==> src/rtl/gidbc_pkg.sv <==
// Package: constants, command and status types for the GTP-U inner destination byte counter.
package gidbc_pkg;

   localparam int TABLE_ENTRIES       = 1024;
   localparam int TUNNEL_HEADER_BYTES = 16;
   localparam int IDX_W               = $clog2(TABLE_ENTRIES);
   localparam int CNT_W               = $clog2(TABLE_ENTRIES + 1);

   localparam int BYTE_W   = 8;
   localparam int KEY_W    = 16;
   localparam int LEN_W    = 16;
   localparam int PORT_W   = 16;
   localparam int TOTAL_W  = 64;
   localparam int STATUS_W = 3;

   localparam logic [LEN_W-1:0] ETH_TYPE_OFF    = 16'd12;
   localparam logic [LEN_W-1:0] UDP_DPORT_OFF   = 16'd36;
   localparam logic [LEN_W-1:0] INNER_DADDR_OFF = LEN_W'(42 + TUNNEL_HEADER_BYTES + 16);
   localparam logic [LEN_W-1:0] MIN_FRAME_LEN   = LEN_W'(42 + TUNNEL_HEADER_BYTES + 20);
   localparam logic [15:0]      IPV4_ETHERTYPE  = 16'h0800;
   localparam logic [PORT_W-1:0] TUNNEL_PORT_RESET = 16'd2152;

   typedef enum logic [STATUS_W-1:0] {
      STAT_COUNTED    = 3'd0,
      STAT_NOT_TUNNEL = 3'd1,
      STAT_FULL       = 3'd2,
      STAT_FOUND      = 3'd3,
      STAT_MISSING    = 3'd4
   } status_type;

   typedef enum logic [2:0] {
      OP_NONE,
      OP_READ,
      OP_NEXT,
      OP_REJECT,
      OP_HIT,
      OP_MISS
   } op_type;

   typedef enum logic [2:0] {
      ST_IDLE,
      ST_CHECK,
      ST_READ,
      ST_CMP,
      ST_DONE
   } state_type;

   typedef struct packed {
      logic   accept;
      op_type op;
      logic   load;
   } cmd_type;

   typedef struct packed {
      logic job_query;
      logic job_tunnel;
      logic scan_end;
      logic match;
   } stat_type;

endpackage

==> src/rtl/gidbc_ctrl.sv <==
// Controller: sequences byte intake, table scan, update and result handoff.
module gidbc_ctrl (
   input  logic                  clock,
   input  logic                  reset,
   input  logic                  req_tvalid,
   input  logic                  req_mode,
   input  logic                  req_last,
   output logic                  req_tready,
   input  logic                  rsp_tready,
   output logic                  rsp_tvalid,
   input  gidbc_pkg::stat_type   stat,
   output gidbc_pkg::cmd_type    cmd
);
   import gidbc_pkg::*;

   state_type state_ff, state_in;
   logic      rsp_valid_ff, rsp_valid_in;
   logic      accept, slot_free;

   assign req_tready = (state_ff == ST_IDLE);
   assign accept     = req_tvalid && req_tready;
   assign slot_free  = !rsp_valid_ff || rsp_tready;

   always_comb begin
      state_in = state_ff;
      case (state_ff)
         ST_IDLE: begin
            if (accept && (req_mode || req_last)) state_in = ST_CHECK;
         end
         ST_CHECK: begin
            if (!stat.job_query && !stat.job_tunnel) state_in = ST_DONE;
            else state_in = ST_READ;
         end
         ST_READ: begin
            if (stat.scan_end) state_in = ST_DONE;
            else state_in = ST_CMP;
         end
         ST_CMP: begin
            if (stat.match) state_in = ST_DONE;
            else state_in = ST_READ;
         end
         ST_DONE: begin
            if (slot_free) state_in = ST_IDLE;
         end
         default: state_in = ST_IDLE;
      endcase
   end

   always_comb begin
      cmd.accept = accept;
      cmd.op     = OP_NONE;
      cmd.load   = 1'b0;
      case (state_ff)
         ST_CHECK: begin
            if (!stat.job_query && !stat.job_tunnel) cmd.op = OP_REJECT;
         end
         ST_READ: begin
            cmd.op = stat.scan_end ? OP_MISS : OP_READ;
         end
         ST_CMP: begin
            cmd.op = stat.match ? OP_HIT : OP_NEXT;
         end
         ST_DONE: begin
            cmd.load = slot_free;
         end
         default: begin
         end
      endcase
   end

   assign rsp_valid_in = cmd.load || (rsp_valid_ff && !rsp_tready);
   assign rsp_tvalid   = rsp_valid_ff;

   always_ff @(posedge clock) begin
      if (reset) begin
         state_ff     <= ST_IDLE;
         rsp_valid_ff <= 1'b0;
      end else begin
         state_ff     <= state_in;
         rsp_valid_ff <= rsp_valid_in;
      end
   end

`ifndef ASSERT_OFF
   a_load_safe: assert property (@(posedge clock) disable iff (reset)
      cmd.load |-> (!rsp_valid_ff || rsp_tready)) else $error("beat overwritten");
   a_op_idle: assert property (@(posedge clock) disable iff (reset)
      (state_ff == ST_IDLE) |-> (cmd.op == OP_NONE && !cmd.load)) else $error("op while idle");
   a_done_path: assert property (@(posedge clock) disable iff (reset)
      (state_ff == ST_DONE) |-> $past(state_ff) != ST_IDLE) else $error("done without job");
`endif

endmodule

==> config.mk <==
export PLATFORM = sky130hd
export DESIGN_NAME = gidbc_ctrl
export DESIGN_NICKNAME = d
export VERILOG_FILES = /design/src/rtl/gidbc_pkg.sv /design/src/rtl/gidbc_ctrl.sv
export SDC_FILE = /design/constraint.sdc
export NUM_CORES = 1
export LEC_CHECK = 0
export BUFFER_PORTS_ARGS = -buffer_cell sky130_fd_sc_hd__buf_2
export CAP_MARGIN = 15
export CORE_AREA = 5 5 42 44
export DETAILED_ROUTE_END_ITERATION = 10
export DIE_AREA = 0 0 47 49
export GPL_TIMING_DRIVEN = 0
export PLACE_DENSITY = 0.51
export SYNTH_ARGS = -nofsm -noshare
export SYNTH_HDL_FRONTEND = slang
export SYNTH_SLANG_ARGS = --single-unit
==> constraint.sdc <==
create_clock -name clock -period 2.87 [get_ports clock]
set_input_delay 0.574 -clock clock [delete_from_list [all_inputs] [get_ports clock]]
set_output_delay 0.574 -clock clock [all_outputs]
set_load 0.01 [all_outputs]
Yosys cells after proc, flatten, opt, wreduce, memory -nomap -nowiden. Index checks and enable logic that the tools add are counted.

Register bits after elaboration: 4. Bits of input ports: 10. Logic and storage cells: 31.

Reduce and logical (&&, ||, !) cells: 13. Equality and inequality tests: 6. Muxes and demuxes: 10.

Operator list (number): $mux W3 (6); $pmux W3 S5 (1); $pmux W3 S3 (1); $eq A3 B2 Y1 const B (2); $logic_and A1 B1 Y1 (4); $logic_not A1 Y1 (4); $eq A3 B1 Y1 const B (1); $eq A3 B3 Y1 const B (1); $logic_not A3 Y1 (1); $logic_or A1 B1 Y1 (3); $mux W2 (1); $ne A2 B1 Y1 const B (1); $ne A2 B2 Y1 const B (1); $reduce_and A2 Y1 (1); $mux W1 (1).

Depth between registers and ports, before layout. Gate-level depths: netlist of the first run.

Word-level depth: 5. Gate-level depth with buffers: 4. Depth with buffers taken out: 3.

Worst setup path before layout of the first run. OpenSTA, ideal clock, no wires.

Kind: input to output. Start point: input stat[0] (netlist bit). End point: output cmd[3] (netlist bit). Stages on the path: 3. Buffers on the path: 0. Required time: 2.296 ns. Data arrival time: 1.089 ns. Setup slack: 1.207 ns. Path through: mux2i_1 or3b_1 inv_1.

RTL lines: start, declared (RTL line gidbc_ctrl.sv:11) `input gidbc_pkg::stat_type stat,`; end, declared (RTL line gidbc_ctrl.sv:12) `output gidbc_pkg::cmd_type cmd`.

==> results of run 1 <==
-- per-stage QoR --
| step | area, um^2 | instances | hold WS, ps | util (%) |
|---|---|---|---|---|
| after floorplan | 278 | 31 | 496 | - |
| after detailed placement | 378 | 63 | 486 | 27.0 |
| after global placement | 378 | 63 | 476 | 27.0 |
| after global routing | 400 | 66 | 527 | 28.6 |
| after CTS | 400 | 66 | 497 | 28.6 |
| final | 400 | 66 | 488 | 28.6 |
-- how the worst min path moves through the flow --
stage	startpoint	end	slack (ps)	cells past startpoint
after global routing	rsp_tvalid	rsp_tvalid	530	2
after CTS	rsp_tvalid	rsp_tvalid	500	2
after floorplan	rsp_tvalid	rsp_tvalid	500	2
final	rsp_tvalid	rsp_tvalid	490	2
after global placement	rsp_tvalid	rsp_tvalid	480	2
after detailed placement	rsp_tvalid	rsp_tvalid	490	2
-- report_power, final --
group	switching, mW	leakage (nW)	internal [mW]
registers	0.00156	0.0326	0.0585
clock network	0.0218	0.0138	0.0467
logic	0.0171	0.157	0.0213
total	0.0404	0.203	0.126
-- state kept, by name, indices dropped and copies added (netlist names) --
name	cells
rsp_tvalid	1
state_ff	3
-- synthesized netlist by cell type --
| cell | number | area (um^2) |
|---|---|---|
| o21a_1 | 1 | 7.51 |
| nor4_1 | 1 | 6.26 |
| nand2b_1 | 2 | 12.5 |
| nand2b_4 | 1 | 13.8 |
| nor2_1 | 1 | 3.75 |
| or3b_4 | 1 | 11.3 |
| buf_4 | 2 | 15.0 |
| or3b_1 | 1 | 8.76 |
| mux2_2 | 1 | 11.3 |
| buf_6 | 1 | 11.3 |
| nand2_1 | 1 | 3.75 |
| and2_1 | 1 | 6.26 |
| nand4bb_1 | 1 | 11.3 |
| inv_1 | 1 | 3.75 |
| nor3_1 | 3 | 15.0 |
| a21oi_1 | 2 | 10.0 |
| dfxtp_1 | 4 | 80.1 |
| a31oi_1 | 1 | 6.26 |
| o21ai_0 | 1 | 5.00 |
| nand3b_1 | 1 | 7.51 |
| mux2i_1 | 2 | 20.0 |
| and2b_1 | 1 | 7.51 |
-- final cells by class --
class                           count  share of cell area [%]
Timing Repair Buffer               16                    20.0
Buffer                              3                    6.56
Inverter                            1                   0.938
Tap cell                           16                    5.00
Clock buffer                        3                    5.62
Sequential cell                     4                    20.0
Multi-Input combinational cell     23                    41.9
-- layer usage --
| metal | vias up | global-route usage, % |
|---|---|---|
| li1 | 149 | - |
| met1 | 128 | 7.25 |
| met2 | 9 | 8.82 |
| met3 | 0 | 5.90 |
| met4 | 0 | 0 |
| met5 | - | 0 |
-- cells by family after synthesis --
family,synth area share (%)
flip-flops,28.8
AO/OA/AOI/OAI,10.4
multiplexers,11.3
buffers and inverters,10.8
AND/OR/NAND/NOR,38.7
-- worst reg2reg max path: stages, from the launching register on --
cell and delay (ps):
dfxtp_1 440, or3b_4 420, nand2b_4 140, a31oi_1 140
==> metrics.csv, run 1 <==
stage,metric,value,unit
setup_path,Buf/Inv on CP,3,
final_layout,Area Growth Syn to Fin,44.1,%
setup_path,worst setup path start,state_ff[0],
die,full die area,0.00230,mm^2
route,initial DRC count,2,
die,# rows,14,
setup_path,startpoint types,flip-flop,
pwr,Pwr Total,167,uW
final_layout,"commonest non-fill, non-tap cell in the layout",buf_2,
placement,Setup WS pre-CTS,1010,ps
clocking,setup bufs post-CTS,0,
setup_path,worst-path maximum fanout,8,
route,vias post-DR,286,
route,detailed-route DRC error count,0,
sta,Final Skew,2.09,ps
setup_path,Worst Setup End Kind,output port,
placement,placer congestion estimate,0.650,
pwr,Leak,0.203,nW
route,router iterations before antenna repair,2,
sta,RSZ-0062 raised after global routing,no,
setup_path,cells on worst reg2reg path,3,
setup_path,r2r startpoint,state_ff[2],
setup_path,Worst Path Required,2300,ps
die,# IOs,17,
grt,overflow left after global routing,0,
final_layout,# fillers,170,
clocking,H-tree depth,1,
die,initial core utilization,19.8,%
logic_synthesis,Synth Net Count,41,
setup_path,WP depth,5,
pwr,Pwr Density,417,mW/mm^2
route,met1 WL,305,um
route,"antenna viol nets, final",0,
final_layout,share of layout cells above drive strength 1,50.0,%
sta,fin crit share,66.9,%
clocking,clk slew on worst S/H paths,40,ps
route,Top Layer Used,met3,
logic_synthesis,sequential element share of the synthesized area,28.8,%
sta,fmax,521,MHz
logic_synthesis,post-synth cell types,22,
clocking,CTS Root Cell,clkbuf_4,
placement,Port-buffer cells,16,
job,Max-Cap Viols,0,
grt,vias in the first global route,252,
setup_path,worst path cell trace,buf_4 > mux2i_1 > or3b_1 > inv_1 > buf_2,
sta,TNS Setup,0,ps
setup_path,family with the most delay on the worst path,simple AND/OR/NAND/NOR gates,
clocking,post_cts resized,0,
worst_hold_path,Min-Delay Path Class,flip-flop to flip-flop,
route,metal2 WL,277,um
logic_synthesis,Seq cells post-synth,4,
placement,Detailed Place HPWL,509,um
die,Die Wd,47,um
setup_path,Crit path arrival time,1350,ps
setup_path,RR Endpoint,state_ff[2],
clocking,CTS tree,yes,
setup_path,Worst path slowest cell,or3b_1,
logic_synthesis,syn avg cell area,8.96,um^2
route,final WL,649,um
final_layout,multi-input combinational cell area,168,um^2
setup_path,"slowest stage delay, CP",370,ps
sta,max_slew headroom,84.3,%
logic_synthesis,YS warnings,0,
clocking,clock buffer count from CTS,3,
route,met3 WL,66,um
clocking,CTS Buffer Depth,2,
sta,max-slew violation count,0,
route,Avg WL per Cell,9.83,um
logic_synthesis,cells after synthesis,31,
run_status,status,completed,
final_layout,# nets final,62,
final_layout,Antenna diodes,0,
setup_path,critical path endpoint,cmd[3],
die,core area,0.00140,mm^2
clocking,clk_lat worst skew,230,ps
sta,final hold vios,0,
sta,Worst Slack Setup Final,949,ps
setup_path,"reg-to-reg slack, setup",1660,ps
pwr,Peak VDD IR,0.280,mV
final_layout,Storage cell area,80.1,um^2
grt,global-route wire length before repair,1040,um
sta,Final setup viols,0,
route,via/cell ratio,4.33,
grt,All-Layer GR Usage,6.20,%
sta,min Tclk post-route,1920,ps
die,Die Y,49,um
logic_synthesis,Syn Std Cell Area,278,um^2
grt,pin count of the biggest net entering global routing,9,
setup_path,crit path kind,flip-flop to output port,
grt,initial antenna violation count,0,
clocking,Clock Sink Count,4,
sta,worst slew pin tran,235,ps
clocking,CTS Hold Bufs,0,
final_layout,most frequent cells in the layout,"buf_2, dfxtp_1, nor3_1, clkbuf_4",
(Power assumes the default switching activity.)
==> inputs of run 2 (changes only) <==
--- a/config.mk
+++ b/config.mk
@@ -11,7 +11,7 @@
 export DETAILED_ROUTE_END_ITERATION = 10
 export DIE_AREA = 0 0 47 49
 export GPL_TIMING_DRIVEN = 0
-export PLACE_DENSITY = 0.51
+export PLACE_DENSITY = 0.52
 export SYNTH_ARGS = -nofsm -noshare
 export SYNTH_HDL_FRONTEND = slang
 export SYNTH_SLANG_ARGS = --single-unit
==> constraint.sdc (replaced) <==
create_clock -name clock -period 1.6 [get_ports clock]
set_input_delay 0.32 -clock clock [delete_from_list [all_inputs] [get_ports clock]]
set_output_delay 0.32 -clock clock [all_outputs]
set_load 0.01 [all_outputs]
==> run 2 against run 1 <==
Against the previous run:
- combinational power rose by 88%
- sequential power increased by 85%
- wire length is 13% higher
==> metrics.csv, run 2 (synthesis gave the netlist of run 1 again) <==
stage,metric,value,unit,change
clocking,clock buffer count from CTS,3,,unchanged
grt,initial antenna violation count,0,,unchanged
setup_path,worst-path maximum fanout,4,,was 8
sta,final hold vios,0,,unchanged
run_status,status,completed,,unchanged
sta,worst slew pin tran,217,ps,was 235 ps
setup_path,"reg-to-reg slack, setup",320,ps,was 1660 ps
grt,vias in the first global route,319,,was 252
sta,Final Skew,0.112,ps,was 2.09 ps
setup_path,Worst Setup End Kind,output port,,unchanged
route,vias post-DR,297,,was 286
final_layout,Storage cell area,91.3,um^2,was 80.1 um^2
die,# rows,14,,unchanged
placement,Port-buffer cells,16,,unchanged
sta,max-slew violation count,0,,unchanged
route,initial DRC count,5,,was 2
sta,fmax,625,MHz,
placement,Setup WS pre-CTS,166,ps,was 1010 ps
clocking,CTS Buffer Depth,2,,unchanged
pwr,Pwr Density,675,mW/mm^2,was 417 mW/mm^2
die,Die Wd,47,um,unchanged
setup_path,critical path endpoint,cmd[3],,unchanged
die,Die Y,49,um,unchanged
setup_path,RR Endpoint,state_ff[2],,unchanged
worst_hold_path,Min-Delay Path Class,input port to flip-flop,,was flip-flop to flip-flop
pwr,Peak VDD IR,0.324,mV,was 0.280 mV
final_layout,Antenna diodes,0,,unchanged
final_layout,"commonest non-fill, non-tap cell in the layout",buf_2,,unchanged
route,final WL,734,um,was 649 um
die,# IOs,17,,unchanged
setup_path,cells on worst reg2reg path,4,,was 3
setup_path,Crit path arrival time,1280,ps,was 1350 ps
sta,Worst Slack Setup Final,0.363,ps,was 949 ps
final_layout,# nets final,66,,was 62
grt,overflow left after global routing,0,,unchanged
pwr,Leak,0.224,nW,was 0.203 nW
setup_path,crit path kind,flip-flop to output port,,unchanged
clocking,H-tree depth,1,,unchanged
grt,All-Layer GR Usage,7.11,%,was 6.20%
route,via/cell ratio,4.24,,was 4.33
route,router iterations before antenna repair,3,,was 2
final_layout,final design utilization,32.4,%,was 28.6%
final_layout,design area,454,um^2,was 400 um^2
placement,Detailed Place HPWL,502,um,was 509 um
job,Max-Cap Viols,0,,unchanged
route,"antenna viol nets, final",0,,unchanged
clocking,clk_lat worst skew,230,ps,about the same
sta,RSZ-0062 raised after global routing,yes,,was no
clocking,CTS Root Cell,clkbuf_4,,unchanged
sta,fin crit share,100,%,
setup_path,Worst Path Required,1280,ps,was 2300 ps
grt,global-route wire length before repair,1210,um,was 1040 um
clocking,Clock Sink Count,4,,unchanged
final_layout,most flop-heavy register,state_ff,,unchanged
placement,placer congestion estimate,0.686,,was 0.650
route,detailed-route DRC error count,0,,unchanged
setup_path,r2r startpoint,state_ff[1],,was state_ff[2]
final_layout,# fillers,162,,was 170
clocking,CTS tree,yes,,unchanged
die,core area,0.00140,mm^2,unchanged
final_layout,share of layout cells above drive strength 1,66.7,%,was 50.0%
sta,max_slew headroom,85.4,%,was 84.3%
grt,pin count of the biggest net entering global routing,9,,unchanged
final_layout,Area Growth Syn to Fin,63.5,%,was 44.1%
die,initial core utilization,19.8,%,unchanged
final_layout,max reg flops,3,,unchanged
setup_path,worst setup path start,state_ff[0],,unchanged
clocking,clk slew on worst S/H paths,40,ps,about the same
placement,placed instance area,378,um^2,unchanged
sta,min Tclk post-route,1600,ps,
die,full die area,0.00230,mm^2,unchanged
sta,Final setup viols,0,,unchanged
route,Avg WL per Cell,10.5,um,was 9.83 um
final_layout,most frequent cells in the layout,"buf_2, buf_4, clkbuf_4, dfxtp_4",,"was buf_2, dfxtp_1, nor3_1, clkbuf_4"
final_layout,multi-input combinational cell area,184,um^2,was 168 um^2
setup_path,startpoint types,flip-flop,,unchanged
==> run 2: metal layers <==
metal	wire length [um]	vias to the layer above	track usage (%)
li1	-	158	-
met1	320	132	8.35
met3	50	0	2.21
met4	0	0	4.15
met5	0	-	0
met2	364	7	10.9
==> run 2: worst min-delay path by stage <==
stage               slack (ps)  startpoint  cells past startpoint     endpoint
finish                     290       reset                      2  state_ff[2]
global route               300       reset                      2   rsp_tvalid
CTS                        290       reset                      2  state_ff[2]
detailed placement         480  rsp_tvalid                      2   rsp_tvalid
global placement           470  rsp_tvalid                      2   rsp_tvalid
floorplan                  390       reset                      1   rsp_tvalid
==> run 2: metrics by stage <==
stage                     power [mW]  cells  hold WS (ps)  setup TNS (ps)
after floorplan                0.151     31           389               0
after global routing           0.323     70           296           -65.7
after detailed placement       0.179     63           478               0
after global placement         0.179     63           471               0
final                          0.307     70           293               0
after CTS                      0.313     68           285           -12.9
==> run 2: area by class of cell <==
type	instances	area share, %
repair buffers	22	27.5
plain buffers	1	1.65
multi-input cells	23	40.5
well taps	16	4.41
clock buffers	3	4.96
flip-flops and latches	4	20.1
inverters	1	0.826
==> run 2: what timing repair did <==
item                       in CTS  in global routing
hold buffers                    0                  0
buffers inserted                3                  3
pin swaps                       6                  4
setup endpoints to repair       3                  4
resized for setup               4                  6
==> run 2: power breakdown <==
group	switching, mW	internal [mW]
Clock	0.0401	0.0838
Sequential	0.00773	0.103
Combinational	0.0289	0.0431
Total	0.0767	0.230
==> run 2: critical path: stages (launching register included) <==
cell and delay, ps:
dfxtp_4 350, mux2i_1 130, or3b_1 390, inv_1 60, buf_2 120
==> inputs of run 3 (changes only) <==
--- a/config.mk
+++ b/config.mk
@@ -11,7 +11,6 @@
 export DETAILED_ROUTE_END_ITERATION = 10
 export DIE_AREA = 0 0 47 49
 export GPL_TIMING_DRIVEN = 0
-export PLACE_DENSITY = 0.52
 export SYNTH_ARGS = -nofsm -noshare
 export SYNTH_HDL_FRONTEND = slang
 export SYNTH_SLANG_ARGS = --single-unit
==> run 3 against run 2 <==
Against the previous run:
- cell count rose by 5.7%
- sequential power barely moved
- clock skew barely moved
- register-to-register slack got worse by 230 ps
- setup slack improved by 11 ps
- core utilization rose by 2.8 points
- via count rose by 9.4%
- count of clock-buffer cells in the layout did not move
- global-route usage rose by 0.99 points
- critical endpoint is now cmd[0]
==> metrics.csv, run 3 (synthesis gave the netlist of run 1 again) <==
stage,metric,value,unit,change
clocking,Clock Sink Count,4,,unchanged
setup_path,worst-path maximum fanout,8,,was 4
final_layout,max reg flops,3,,unchanged
sta,RSZ-0062 raised after global routing,yes,,unchanged
die,full die area,0.00230,mm^2,unchanged
sta,fmax,629,MHz,was 625 MHz
pwr,Sequential Power Share,34.6,%,was 36.1%
sta,fin crit share,99.3,%,was 100%
placement,Detailed Place HPWL,582,um,was 502 um
final_layout,most frequent cells in the layout,"buf_2, buf_4, clkbuf_4",,"was buf_2, buf_4, clkbuf_4, dfxtp_4"
placement,Port-buffer cells,16,,unchanged
grt,All-Layer GR Usage,8.10,%,was 7.11%
clocking,clk_lat worst skew,230,ps,about the same
grt,global-route wire length before repair,1260,um,was 1210 um
pwr,Comb power frac,27.2,%,was 23.5%
final_layout,design area,493,um^2,was 454 um^2
final_layout,share of layout cells above drive strength 1,70.7,%,was 66.7%
clocking,CTS tree,yes,,unchanged
pwr,Peak VDD IR,0.417,mV,was 0.324 mV
die,Die Wd,47,um,unchanged
grt,initial antenna violation count,0,,unchanged
sta,Final Skew,0.597,ps,was 0.112 ps
setup_path,startpoint types,flip-flop,,unchanged
placement,placer congestion estimate,0.683,,was 0.686
setup_path,Crit path arrival time,1270,ps,was 1280 ps
route,final WL,842,um,was 734 um
sta,min Tclk post-route,1590,ps,was 1600 ps
pwr,Leak,0.245,nW,was 0.224 nW
clocking,clk slew on worst S/H paths,30,ps,was 40 ps
setup_path,crit path kind,flip-flop to output port,,unchanged
setup_path,Worst Setup End Kind,output port,,unchanged
die,initial core utilization,19.8,%,unchanged
pwr,Internal Power,239,uW,was 230 uW
route,initial DRC count,2,,was 5
clocking,CTS Root Cell,clkbuf_4,,unchanged
pwr,P_sw,76.5,uW,was 76.7 uW
grt,vias in the first global route,327,,was 319
pwr,Clk pwr share,38.2,%,was 40.4%
final_layout,final design utilization,35.2,%,was 32.4%
die,# rows,14,,unchanged
sta,WHS,289,ps,was 293 ps
final_layout,"commonest non-fill, non-tap cell in the layout",buf_2,,unchanged
route,Avg WL per Cell,11.4,um,was 10.5 um
sta,worst slew pin tran,199,ps,was 217 ps
route,"antenna viol nets, final",0,,unchanged
pwr,Pwr Total,315,uW,was 307 uW
run_status,status,completed,,unchanged
pwr,Net Sw Frac,24.3,%,was 25.0%
pwr,Pwr Density,639,mW/mm^2,was 675 mW/mm^2
route,detailed-route DRC error count,0,,unchanged
route,router iterations before antenna repair,2,,was 3
sta,final hold vios,0,,unchanged
sta,max-slew violation count,0,,unchanged
final_layout,# nets final,70,,was 66
clocking,CTS Buffer Depth,2,,unchanged
placement,placed instance area,378,um^2,unchanged
setup_path,Worst Path Required,1280,ps,about the same
sta,Final setup viols,0,,unchanged
clocking,H-tree depth,1,,unchanged
grt,overflow left after global routing,0,,unchanged
clocking,clock buffer count from CTS,3,,unchanged
route,via/cell ratio,4.39,,was 4.24
die,# IOs,17,,unchanged
final_layout,most flop-heavy register,state_ff,,unchanged
final_layout,Area Growth Syn to Fin,77.5,%,was 63.5%
grt,pin count of the biggest net entering global routing,9,,unchanged
route,vias post-DR,325,,was 297
final_layout,Antenna diodes,0,,unchanged
die,core area,0.00140,mm^2,unchanged
worst_hold_path,Min-Delay Path Class,input port to flip-flop,,unchanged
sta,max_slew headroom,86.6,%,was 85.4%
job,Max-Cap Viols,0,,unchanged
final_layout,# fillers,156,,was 162
die,Die Y,49,um,unchanged
-- run 3: changes by cell type in the layout (fill, tap and decap cells not counted), sizes merged --
| cell | before | now |
|---|---|---|
| buf | 23 | 27 |
-- run 3: path summary, 6_finish.rpt --
check	start	endpoint	slack, ps	depth (start not counted)
setup / recovery	state_ff[1]	cmd[0]	10	4
hold / removal	reset	state_ff[2]	290	2
setup reg to reg	state_ff[1]	state_ff[2]	90	9
hold reg to reg	state_ff[0]	state_ff[0]	450	1
-- run 3: final cells by class --
cell class	count	area, um^2	share of cell area [%]
plain buffers	2	18.8	3.81
clock buffers	3	22.5	4.57
inverters	1	3.75	0.761
multi-input cells	23	186	37.8
flip-flops and latches	4	87.6	17.8
well taps	16	20.0	4.06
repair buffers	25	154	31.2
-- run 3: critical path, stage by stage, from the launching register on --
cell     delay (ps)
dfxtp_1         300
buf_6           130
or3b_4          380
nor2_2          100
buf_2           130
-- run 3: power by group through the flow --
stage	combinational, mW	sequential, mW	clock, mW
floorplan	0.0424	0.109	0
CTS	0.0735	0.110	0.128
global route	0.0939	0.110	0.132
finish	0.0858	0.109	0.120
global placement	0.0687	0.109	0
detailed placement	0.0703	0.109	0
-- run 3: repair_timing --
action / in CTS / in global routing
pin swaps: 5 / 3
buffers inserted: 6 / 3
hold buffers: 0 / 0
gates resized for setup: 4 / 7
endpoints found under the hold margin: 0 / 0
setup endpoints to repair: 4 / 4
-- run 3: layer usage --
layer	up-vias	share of wire [%]	track usage, %
li1	164	-	-
met1	144	39	9.03
met2	15	50	10.6
met3	2	7.4	3.32
met4	0	3.3	8.29
met5	-	0	0
-- run 3: through the flow --
step | std cells | setup slack [ps] | TNS (ps)
final | 74 | 11.1 | 0
after global routing | 74 | -41.3 | -61.8
after CTS | 71 | -28.0 | -59.4
after detailed placement | 63 | 159 | 0
after global placement | 63 | 162 | 0
after floorplan | 31 | 239 | 0
